--- src/sv/assert_macros.svh ---
`ifndef ASSERT_MACROS_SVH
`define ASSERT_MACROS_SVH

// Checks in the same cycle. Expects clk and rst in the scope of the use.
`define CHECK_NOW(label, ante, cons) \
  label: assert property (@(posedge clk) disable iff (rst) (ante) |-> (cons)) \
    else $error("assertion failed: same-cycle check");

// Checks in the cycle that follows the antecedent.
`define CHECK_NEXT(label, ante, cons) \
  label: assert property (@(posedge clk) disable iff (rst) (ante) |=> (cons)) \
    else $error("assertion failed: next-cycle check");

`endif

--- src/sv/tbd_pkg.sv ---
`timescale 1ns / 1ps

package tbd_pkg;

  localparam int GRID_DEF  = 64;
  localparam int FUNC_W    = 3;
  localparam int STEPS_W   = 6;
  localparam int ROW_IDX_W = 6;
  localparam int ROW_W     = 64;

  typedef logic [ROW_W-1:0] row_t;

  typedef enum logic [FUNC_W-1:0] {
    FN_PEN_UP   = 3'd0,
    FN_PEN_DOWN = 3'd1,
    FN_RIGHT    = 3'd2,
    FN_LEFT     = 3'd3,
    FN_MOVE     = 3'd4,
    FN_DUMP     = 3'd5
  } func_t;

  // Heading: east steps the column up, south steps the row up.
  typedef enum logic [1:0] {
    HD_EAST  = 2'd0,
    HD_SOUTH = 2'd1,
    HD_WEST  = 2'd2,
    HD_NORTH = 2'd3
  } hd_t;

  typedef enum logic [1:0] {
    ST_IDLE,
    ST_MOVE_RD,
    ST_MOVE_WR,
    ST_DUMP
  } state_t;

  typedef struct packed {
    logic set_pen;
    logic pen_val;
    logic turn_r;
    logic turn_l;
    logic load_move;
    logic move_rd;
    logic move_wr;
    logic dump_start;
    logic dump_rd;
  } cmd_t;

  typedef struct packed {
    logic move_zero;
    logic step_last;
    logic row_last;
  } stat_t;

endpackage

--- src/sv/tbd_ctrl.sv ---
`timescale 1ns / 1ps

module tbd_ctrl (
  input  logic                       clk,
  input  logic                       rst,
  input  logic                       start,
  input  logic [tbd_pkg::FUNC_W-1:0] func,
  input  tbd_pkg::stat_t             stat,
  output logic                       busy,
  output tbd_pkg::cmd_t              cmd
);

  tbd_pkg::state_t state;
  tbd_pkg::state_t state_next;

  always_ff @(posedge clk) begin
    if (rst) begin
      state <= tbd_pkg::ST_IDLE;
    end else begin
      state <= state_next;
    end
  end

  always_comb begin
    state_next = state;
    unique case (state)
      tbd_pkg::ST_IDLE: begin
        if (start) begin
          unique case (tbd_pkg::func_t'(func))
            tbd_pkg::FN_MOVE: begin
              if (!stat.move_zero) begin
                state_next = tbd_pkg::ST_MOVE_RD;
              end
            end
            tbd_pkg::FN_DUMP: state_next = tbd_pkg::ST_DUMP;
            default:          state_next = tbd_pkg::ST_IDLE;
          endcase
        end
      end
      tbd_pkg::ST_MOVE_RD: state_next = tbd_pkg::ST_MOVE_WR;
      tbd_pkg::ST_MOVE_WR: begin
        state_next = stat.step_last ? tbd_pkg::ST_IDLE : tbd_pkg::ST_MOVE_RD;
      end
      tbd_pkg::ST_DUMP: begin
        if (stat.row_last) begin
          state_next = tbd_pkg::ST_IDLE;
        end
      end
      default: state_next = tbd_pkg::ST_IDLE;
    endcase
  end

  always_comb begin
    cmd  = '0;
    busy = (state != tbd_pkg::ST_IDLE);
    unique case (state)
      tbd_pkg::ST_IDLE: begin
        if (start) begin
          unique case (tbd_pkg::func_t'(func))
            tbd_pkg::FN_PEN_UP: begin
              cmd.set_pen = 1'b1;
              cmd.pen_val = 1'b0;
            end
            tbd_pkg::FN_PEN_DOWN: begin
              cmd.set_pen = 1'b1;
              cmd.pen_val = 1'b1;
            end
            tbd_pkg::FN_RIGHT: cmd.turn_r     = 1'b1;
            tbd_pkg::FN_LEFT:  cmd.turn_l     = 1'b1;
            tbd_pkg::FN_MOVE:  cmd.load_move  = 1'b1;
            tbd_pkg::FN_DUMP:  cmd.dump_start = 1'b1;
            default: ;
          endcase
        end
      end
      tbd_pkg::ST_MOVE_RD: cmd.move_rd = 1'b1;
      tbd_pkg::ST_MOVE_WR: cmd.move_wr = 1'b1;
      tbd_pkg::ST_DUMP:    cmd.dump_rd = 1'b1;
      default: ;
    endcase
  end

endmodule

--- config.mk ---
export PLATFORM = sky130hd
export DESIGN_NAME = tbd_ctrl
export DESIGN_NICKNAME = d
export VERILOG_FILES = /design/src/sv/assert_macros.svh /design/src/sv/tbd_pkg.sv /design/src/sv/tbd_ctrl.sv
export SDC_FILE = /design/constraint.sdc
export NUM_CORES = 1
export LEC_CHECK = 0
export BUFFER_PORTS_ARGS = -buffer_cell sky130_fd_sc_hd__buf_2
export CORE_AREA = 2 2 39 41
export DETAILED_ROUTE_END_ITERATION = 8
export DIE_AREA = 0 0 41 43
export PLACE_DENSITY_LB_ADDON = 0.1
export SLEW_MARGIN = 20
export SYNTH_ARGS = -nofsm -noshare
export SYNTH_HDL_FRONTEND = slang
export SYNTH_SLANG_ARGS = --single-unit
--- constraint.sdc ---
create_clock -name clk -period 1.9 [get_ports clk]
set_input_delay 0.38 -clock clk [delete_from_list [all_inputs] [get_ports clk]]
set_output_delay 0.38 -clock clk [all_outputs]
set_load 0.03 [all_outputs]
Yosys cells after proc, flatten, opt, wreduce, memory -nomap -nowiden:

Index checks and enable logic that the tools add are counted.

* output and inout port bits: 10
* register bits: 2
* input bits: 9
* word-level logic and storage cells: 34

* reductions and logical operators: 4
* equal/unequal tests: 11
* multiplexer cells: 18

Operator list (count)
* 1-bit 2-to-1 mux: 10
* 5-bit 2-to-1 mux: 2
* 2-bit one-hot mux with 2 select lines: 2
* 2-bit one-hot mux with 4 select lines: 1
* 3-bit by 2-bit equality test with 1-bit output (second input constant): 2
* 3-bit equality test (second input constant): 2
* 2-bit 2-to-1 mux: 3
* 2-bit equality test (second input constant): 2
* 2-bit inequality test (second input constant): 2
* 3-bit by 1-bit equality test with 1-bit output (second input constant): 1
* 3-bit zero test: 1
* 3-bit inequality test (second input constant): 1
* 3-bit AND reduction: 1
* 2-bit by 1-bit equality test with 1-bit output (second input constant): 1
* 2-bit zero test: 1
* 2-bit nonzero test: 1

Longest topological paths before layout:

Gate-level depths: netlist of the first run.

* word-level depth: 4
* mapped depth: 3
* depth with buffers taken out: 3

Least setup slack after synthesis of the first run:

Ideal clock, no wire load.

* path type: input-to-output
* start: input port func[1] (netlist name)
* end: output port cmd[1] (netlist name)
* slack: 435 ps
* stages on the path: 3
* arrival time: 1085 ps
* required time: 1520 ps
* path buffers: 0
* cell sequence: and3b_1 nand2_1 nor2_1

RTL lines
* from (decl): line tbd_ctrl.sv:7 `input logic [tbd_pkg::FUNC_W-1:0] func,`
* to (decl): line tbd_ctrl.sv:10 `output tbd_pkg::cmd_t cmd`

==> impl_results.md, run 1 <==
- Antenna Cells: 0
- Critical Path Start Type: register
- Routability Congestion: between 0.6 and 0.7
- Sequential share of the synthesized area: 0.213
- Dpl cell area: between 200 and 300 µm²
- R2R Path Start: state[0]$_SDFFE_PP0P_
- Post-Syn Area: 188 µm²
- Starting Density: 0.136
- Final Setup Violations: 0
- Cell taking the most area after synthesis: dfxtp_1
- Minimum clock period: 1.66 ns
- Synth area leaders: dfxtp_1 (21%), nor3_2 (16%), nor2_1 (12%), a32oi_1 (9.3%), inv_1 (8.0%)
- HP Class: primary input to register
- Post-CTS Setup Inserts: 0
- Tot GR Track Use: 0.0731
- Peak supply drop: 0.259 mV
- Max Buffers Root-to-Sink: 2
- Biggest regs: state: 2 flops
- Vias per inst: 3.90
- Status: finished, final reports clean
- Measured slew at the worst slew-check pin: 0.226 ns
- Synth unique cells: 13
- GRT Residual Overflow: 0
- Tcrit/Tclk final: 0.871
- Post-Syn Instances: 26
- Setup crit end kind: primary output
- CTS Hold Buffers Added: 0
- Die height: 43 µm
- Crit path from: state[0]$_SDFFE_PP0P_
- Cts repair resizes: 0
- Max-slew violations: 0
- Biggest register: state
- Power Total: about 0.19 mW
- DRT iter0 DRCs: 4
- Drc violations: 0
- NumNets Final: 58
- Antenna-violating nets left: 0
- Relative slew slack: 0.849
- CTS tree: built
- Drt wl/cell: 8.43 µm
- Fmax: 604 MHz
- Final Hold Fails: 0
- PwrDens: approximately 580 mW/mm²
- Synth top cells by count: nor2_1 (6), inv_1 (4), nor3_2 (3)
- CTS root buf: clkbuf_4
- Via count: 246
- Top cell type's share of synthesized area: 0.213
- Yosys reg bits: 2
- Fraction of layout cells with a size suffix above 1: 0.553
- Largest net degree at the start of global routing: 7
- Setup TNS: 0 ns
- # H-tree levels: 1
- Vias in the first global route: 210
- Core outline area: about 0.0014 mm²
- Antenna violations before repair: 0
- Clock latency on the worst-skew pair: 0.22 ns
- Critical path data arrival time: about 1.3 ns
- RSZ-0062 raised after global routing: false
- Skew final: 0.00171 ns
- Die Area: 0.00176 mm²
- First-pass GRT wire length: 800 µm
- Total CTS buffers: 3
- DRT Pass-1 Iters: 4
- Leakage: roughly 0.19 nW
- Hold Crit Start: rst
- Final instance area: 320 µm²
- Worst Setup Path Type: register to primary output
- Mapped Nets: 35
- Count leader, synth: nor2_1
- Max Cap Viol: 0
- Die W: roughly 40 µm
- P&R area growth vs syn: 70.7%
- Worst path required time: 1.52 ns
- Share of flip-flops with an asynchronous set or reset: 0
- Main flop type after synthesis: dfxtp_1
- Max FO, Critical Path: 6
- # clock sinks: 2
- HPWL after detailed placement: 437 µm
- Ys Warns: 0
- Total Wirelength: roughly 530 µm
- I/O Pins: 19
- Clock transition at the registers of the reported paths: 0.03 ns
- Number of core rows: 14
- PortBufs: 18
- Mapped Avg Cell Area: 7.22 µm²
- EDFF count, synth: 0
- Largest register FFs: 2
[logic make-up after synthesis]
| kind of cell | after synthesis | share of synthesized area |
|---|---|---|
| AO/OA/AOI/OAI | 2 | 0.0934 |
| buffers and inverters | 4 | 0.0800 |
| flip-flops | 2 | 0.213 |
| multiplexers | 1 | 0.0533 |
| AND/OR/NAND/NOR | 17 | 0.560 |
[report_power, final]
group	leakage [nW]	internal [mW]	switching [mW]	total, mW
combinational	0.157	0.0181	0.0310	0.0490
sequential	0.0163	0.0438	0.00244	0.0463
clock	0.0138	0.0695	0.0215	0.0910
total	0.187	0.131	0.0549	0.186
[per-layer routing]
layer,track usage,vias to the layer above,routed length [µm]
met5,0,-,0
met3,0.0471,0,30
met2,0.0906,6,271
met1,0.0831,112,229
li1,-,128,-
met4,0.0600,0,0
[final cells by class]
cell class	instances	area [µm²]
timing repair buffer	18	90.1
fill	167	1060
multi-input combinational	20	133
sequential	2	40.0
clock buffer	3	22.5
inverter	4	15.0
tap	16	20.0
[critical path, stage by stage, from the launching register on]
cell,delay [ns]
dfxtp_1,0.36
nor2_2,0.21
nand3b_2,0.15
nor3_2,0.12
buf_2,0.21
[placed cells by master, fill, tap and decap left out]
cell type and count:
buf_2 18, inv_1 4, clkbuf_4 3, and2_1 1, nor2_1 6, a32oi_1 2, nor2b_1 1, mux2i_1 1
nor3_2 3, nand2_1 2, and3b_1 1, nand3b_2 1, nor2_2 1, dfxtp_1 2, nand2b_1 1
[final timing paths]
path	endpoint	slack [ns]	cells past startpoint
max	cmd[6]	0.24	4
min	state[1]$_SDFFE_PP0P_	0.33	2
max reg2reg	state[0]$_SDFFE_PP0P_	0.99	3
min reg2reg	state[1]$_SDFFE_PP0P_	0.59	3
[stage by stage]
stage | hold WS, ns | worst slack (ns) | std cells | utilization
5_1_grt | 0.320 | 0.137 | 63 | 0.231
2_1_floorplan | 0.452 | 0.435 | 26 | -
3_3_place_gp | 0.556 | 0.366 | 60 | 0.215
6_report | 0.329 | 0.245 | 63 | 0.231
3_5_place_dp | 0.555 | 0.380 | 60 | 0.215
4_1_cts | 0.320 | 0.207 | 63 | 0.231
Note: power is estimated with default switching activity, not from simulation.
==> inputs of run 2 (changes only) <==
--- a/config.mk
+++ b/config.mk
@@ -9,7 +9,7 @@
 export CORE_AREA = 2 2 39 41
 export DETAILED_ROUTE_END_ITERATION = 8
 export DIE_AREA = 0 0 41 43
-export PLACE_DENSITY_LB_ADDON = 0.1
+export PLACE_DENSITY = 0.45
 export SLEW_MARGIN = 20
 export SYNTH_ARGS = -nofsm -noshare
 export SYNTH_HDL_FRONTEND = slang
==> run 2 against run 1 <==
Effect of this change:
- total power increased by 1.6%
- sequential cell count did not move
- non-clock buffer count unchanged
- maximum frequency decreased by 0.61%
- register-to-register slack better by 0.04 ns
- design area is the same
- core utilization unchanged
- worst setup slack worse by 0.010 ns
- global-route usage rose by 0.50 points
- sequential power about the same
- via count grew 1.6%
==> impl_results.md, run 2 (synthesized netlist as in run 1, its figures left out) <==
- Status: finished, final reports clean
- HPWL after detailed placement: 455 µm (+4.3%)
- Die W: 41 µm (unchanged)
- Fillers: 161 (-3.6%)
- Biggest register: state
- DRT iter0 DRCs: 2 (-2)
- # H-tree levels: 1 (unchanged)
- Commonest cells after routing, fill and taps aside: buf_2 (18), nor2_1 (6), inv_1 (4), nor3_2 (3), clkbuf_4 (3)
- Footprint of the multi-input gates: 133 µm² (unchanged)
- Final instance area: 320 µm² (unchanged)
- R2R Path Start: state[0]$_SDFFE_PP0P_
- Setup TNS: 0 ns (unchanged)
- PwrDens: 591 mW/mm² (+1.6%)
- Relative slew slack: 0.869 (+0.0196)
- Die height: 43 µm (unchanged)
- Final Setup Violations: 0 (unchanged)
- Crit path from: state[0]$_SDFFE_PP0P_
- Post-CTS Setup Inserts: 0 (unchanged)
- Via count: 250 (+1.6%)
- RSZ-0062 raised after global routing: false
- Fin Hold WS: 0.334 ns (+0.00480 ns)
- Tot GR Track Use: 0.0782 (+0.00501)
- Antenna-violating nets left: 0 (unchanged)
- Leakage: 0.187 nW (unchanged)
- Number of core rows: 14 (unchanged)
- Tcrit/Tclk final: 0.876 (+0.00531)
- Starting Density: 0.136 (unchanged)
- Most common cell after layout, fill and taps aside: buf_2
- Max Cap Viol: 0 (unchanged)
- Vias per inst: 3.97 (+1.6%)
- CTS root buf: clkbuf_4
- Cts repair resizes: 0 (unchanged)
- HP Class: primary input to register
- First-pass GRT wire length: 890 µm (+11%)
- P&R area growth vs syn: 70.7% (unchanged)
- NumNets Final: 58 (unchanged)
- Antenna Cells: 0 (unchanged)
- Core outline area: 0.00138 mm² (unchanged)
- CP max stage cell: dfxtp_1
- CTS Hold Buffers Added: 0 (unchanged)
- Drt wl/cell: 8.70 µm (+3.2%)
- Antenna violations before repair: 0 (unchanged)
- Critical Path Start Type: register
- Die Area: 0.00176 mm² (unchanged)
- R2R cell count: 3 (unchanged)
- Worst path cell trace: nor2_2, nand3b_2, nor3_2, buf_2
- Final Hold Fails: 0 (unchanged)
- Peak supply drop: 0.204 mV (-21%)
- Skew final: 0.00172 ns (+0.00000937 ns)
- Vias in the first global route: 222 (+5.7%)
- Measured slew at the worst slew-check pin: 0.196 ns (-0.0294 ns)
- PortBufs: 18 (unchanged)
- Setup crit end kind: primary output
- Worst reg-to-reg setup slack: 1.03 ns (+0.04 ns)
- Dpl cell area: 298 µm² (unchanged)
- Minimum clock period: 1.67 ns (+0.0101 ns)
- Max FO, Critical Path: 6 (unchanged)
- Clock latency on the worst-skew pair: 0.22 ns (about the same)
- # clock sinks: 2 (unchanged)
- Clock transition at the registers of the reported paths: 0.03 ns (about the same)
- Routability Congestion: 0.601 (-5.0%)
- Power Total: 0.189 mW (+1.6%)
- Fmax: 601 MHz (-0.61%)
- Drc violations: 0 (unchanged)
- FF/Latch Area: 40.0 µm² (unchanged)
- Worst path required time: 1.52 ns (about the same)
- Total Wirelength: 548 µm (+3.2%)
- GRT Residual Overflow: 0 (unchanged)
- CTS tree: built
- Max Buffers Root-to-Sink: 2 (unchanged)
- DP Cell Count: 60 (unchanged)
- I/O Pins: 19 (unchanged)
- Worst R2R End: state[0]$_SDFFE_PP0P_
- Critical path data arrival time: 1.29 ns (about the same)
- Max-slew violations: 0 (unchanged)
- DRT Pass-1 Iters: 2 (-2)
- Worst setup path end: cmd[7]
- Fraction of layout cells with a size suffix above 1: 0.553 (unchanged)
- Worst Setup Path Type: register to primary output
- Biggest regs: state: 2 flops
- Largest net degree at the start of global routing: 7 (unchanged)
- Critical Path Max Stage Delay: 0.35 ns (about the same)
- Largest register FFs: 2 (unchanged)
- Total CTS buffers: 3 (unchanged)
- Fin cells: 63 (unchanged)
-- run 2: per-layer routing --
layer,GRT usage,vias up,part of all wire
li1,-,129,-
met1,0.0863,109,0.39
met2,0.113,12,0.51
met3,0.0157,0,0.10
met4,0.0800,0,0
met5,0,-,0
-- run 2: cell type report --
class | count | area share
Clock buffer | 3 | 0.0703
Inverter | 4 | 0.0469
Multi-Input combinational cell | 20 | 0.414
Sequential cell | 2 | 0.125
Tap cell | 16 | 0.0625
Timing Repair Buffer | 18 | 0.281
-- run 2: how the worst min path moves through the flow --
stage | start | depth (start not counted) | slack [ns] | endpoint
6_report | rst | 2 | 0.33 | state[0]$_SDFFE_PP0P_
5_1_grt | rst | 2 | 0.33 | state[0]$_SDFFE_PP0P_
4_1_cts | rst | 2 | 0.32 | state[0]$_SDFFE_PP0P_
3_5_place_dp | rst | 2 | 0.56 | state[0]$_SDFFE_PP0P_
3_3_place_gp | rst | 2 | 0.56 | state[0]$_SDFFE_PP0P_
2_1_floorplan | rst | 1 | 0.45 | state[0]$_SDFFE_PP0P_
-- run 2: worst max-delay path: cells and delay by family (launching register included) --
| family | cells | cell delay (ns) |
|---|---|---|
| simple gates | 3 | 0.50 |
| flops | 1 | 0.35 |
| buf+inv | 1 | 0.22 |
-- run 2: through the flow --
| step | util | worst slack, ns |
|---|---|---|
| 3_5_place_dp | 0.215 | 0.384 |
| 5_1_grt | 0.231 | 0.0945 |
| 4_1_cts | 0.231 | 0.208 |
| 3_3_place_gp | 0.215 | 0.379 |
| 2_1_floorplan | - | 0.435 |
| 6_report | 0.231 | 0.235 |
-- run 2: power by group --
group | switching (mW) | total [mW] | internal, mW
Combinational | 0.0315 | 0.0495 | 0.0181
Sequential | 0.00221 | 0.0460 | 0.0438
Clock | 0.0239 | 0.0936 | 0.0697
Total | 0.0576 | 0.189 | 0.132
==> inputs of run 3 (changes only) <==
--- a/config.mk
+++ b/config.mk
@@ -10,6 +10,7 @@
 export DETAILED_ROUTE_END_ITERATION = 8
 export DIE_AREA = 0 0 41 43
 export PLACE_DENSITY = 0.45
+export RECOVER_POWER = 50
 export SLEW_MARGIN = 20
 export SYNTH_ARGS = -nofsm -noshare
 export SYNTH_HDL_FRONTEND = slang
==> run 3 against run 2 <==
Effect of this change:
- global-route usage unchanged
- sequential cell count unchanged
- first-iteration DRC count unchanged
- register-to-register slack about the same
- combinational power down 1%
- routed wire length down 0.36%
- final cell count unchanged
- core utilization down 0.36 points
- total power down 0.39%
- die area unchanged
- via count unchanged
- critical path type unchanged
==> impl_results.md, run 3 (synthesized netlist as in run 1, its figures left out) <==
- Status: finished, final reports clean
- Die height: 43 µm (unchanged)
- Antenna violations before repair: 0 (unchanged)
- Biggest register: state
- Power Total: 0.188 mW (-0.39%)
- Final core utilization: 0.228 (-0.00362)
- Final Setup Violations: 0 (unchanged)
- Vias in the first global route: 222 (unchanged)
- Clock transition at the registers of the reported paths: 0.03 ns (about the same)
- NumNets Final: 58 (unchanged)
- CTS tree: built
- Largest register FFs: 2 (unchanged)
- Routability Congestion: 0.601 (unchanged)
- Leakage: 0.170 nW (-9.1%)
- Setup crit end kind: primary output
- Fraction of layout cells with a size suffix above 1: 0.468 (-0.0851)
- Critical path data arrival time: 1.29 ns (about the same)
- Drt wl/cell: 8.67 µm (-0.36%)
- P&R area growth vs syn: 68.0%
- First-pass GRT wire length: 890 µm (unchanged)
- Final instance area: 315 µm² (-1.6%)
- Worst reg-to-reg setup slack: 1.03 ns (about the same)
- I/O Pins: 19 (unchanged)
- PwrDens: 598 mW/mm² (+1.2%)
- Minimum clock period: 1.67 ns (unchanged)
- Most common cell after layout, fill and taps aside: buf_2
- Clock latency on the worst-skew pair: 0.22 ns (about the same)
- Commonest cells after routing, fill and taps aside: buf_2 (14), nor2_1 (6), inv_1 (4), clkbuf_1 (4)
- Core outline area: 0.00138 mm² (unchanged)
- Crit path from: state[0]$_SDFFE_PP0P_
- CTS Hold Buffers Added: 0 (unchanged)
- Vias per inst: 3.97 (unchanged)
- Peak supply drop: 0.204 mV (about the same)
- Biggest regs: state: 2 flops
- Worst setup path end: cmd[7]
- Fin cells: 63 (unchanged)
- Max Buffers Root-to-Sink: 2 (unchanged)
- Antenna-violating nets left: 0 (unchanged)
- Hold path cells: 2 (unchanged)
- Worst path required time: 1.52 ns (about the same)
- Via count: 250 (unchanged)
- DRT iter0 DRCs: 2 (unchanged)
- Antenna Cells: 0 (unchanged)
- Starting Density: 0.136 (unchanged)
- Final Hold Fails: 0 (unchanged)
- Cts repair resizes: 0 (unchanged)
- # clock sinks: 2 (unchanged)
- Fillers: 162 (+0.62%)
- Relative slew slack: 0.757 (-0.112)
- Total CTS buffers: 3 (unchanged)
- Dpl cell area: 298 µm² (unchanged)
- CTS root buf: clkbuf_4
- Drc violations: 0 (unchanged)
- Skew final: 0.00172 ns (+0.00000235 ns)
- Fmax: 601 MHz (unchanged)
- Worst R2R End: state[0]$_SDFFE_PP0P_
- Largest net degree at the start of global routing: 7 (unchanged)
- Die Area: 0.00176 mm² (unchanged)
- Number of core rows: 14 (unchanged)
- PortBufs: 18 (unchanged)
- Setup TNS: 0 ns (unchanged)
- Max-slew violations: 0 (unchanged)
- RSZ-0062 raised after global routing: false
- Measured slew at the worst slew-check pin: 0.366 ns (+0.169 ns)
- Die W: 41 µm (unchanged)
- Tcrit/Tclk final: 0.876 (unchanged)
- Total Wirelength: 546 µm (-0.36%)
- DRT Pass-1 Iters: 2 (unchanged)
- Worst Setup Path Type: register to primary output
- R2R cell count: 3 (unchanged)
- # H-tree levels: 1 (unchanged)
- Post-CTS Setup Inserts: 0 (unchanged)
- Max Cap Viol: 0 (unchanged)
- HPWL after detailed placement: 455 µm (unchanged)
- Max FO, Critical Path: 6 (unchanged)
- GRT Residual Overflow: 0 (unchanged)
- HP Class: primary input to register
- R2R Path Start: state[0]$_SDFFE_PP0P_
- Tot GR Track Use: 0.0782 (unchanged)
- Critical Path Start Type: register
- DP Cell Count: 60 (unchanged)
run 3: power breakdown:
group / internal (mW) / switching, mW
clock: 0.0697 / 0.0239
combinational: 0.0172 / 0.0316
sequential: 0.0438 / 0.00221
run 3: cell type report:
type,instances,area [µm²],share of cell area
inverters,4,15.0,0.0476
clock buffers,3,22.5,0.0714
well taps,16,20.0,0.0635
multi-input cells,20,133,0.421
repair buffers,18,85.1,0.270
flip-flops and latches,2,40.0,0.127
run 3: worst max-delay path, stage by stage, from the launching register on:
cell      delay [ns]
dfxtp_1         0.35
nor2_2          0.21
nand3b_2        0.16
nor3_2          0.13
buf_2           0.22
run 3: metal layers:
layer | part of all wire | routed length, µm | global-route usage | vias up
met1 | 0.38 | 210 | 0.0863 | 109
met4 | 0 | 0 | 0.0800 | 0
met3 | 0.10 | 55 | 0.0157 | 0
met5 | 0 | 0 | 0 | -
li1 | - | - | - | 129
met2 | 0.51 | 280 | 0.113 | 12
run 3: metrics by stage:
step                      hold slack (ns)  worst slack, ns
after floorplan                     0.452            0.435
after global placement              0.556            0.379
after detailed placement            0.558            0.384
after CTS                           0.321            0.208
after global routing                0.333           0.0945
final                               0.334            0.235
run 3: worst min-delay path by stage:
stage	from	slack (ns)	endpoint
after floorplan	rst	0.45	state[0]$_SDFFE_PP0P_
after global placement	rst	0.56	state[0]$_SDFFE_PP0P_
after detailed placement	rst	0.56	state[0]$_SDFFE_PP0P_
after CTS	rst	0.32	state[0]$_SDFFE_PP0P_
after global routing	rst	0.33	state[0]$_SDFFE_PP0P_
final	rst	0.33	state[0]$_SDFFE_PP0P_
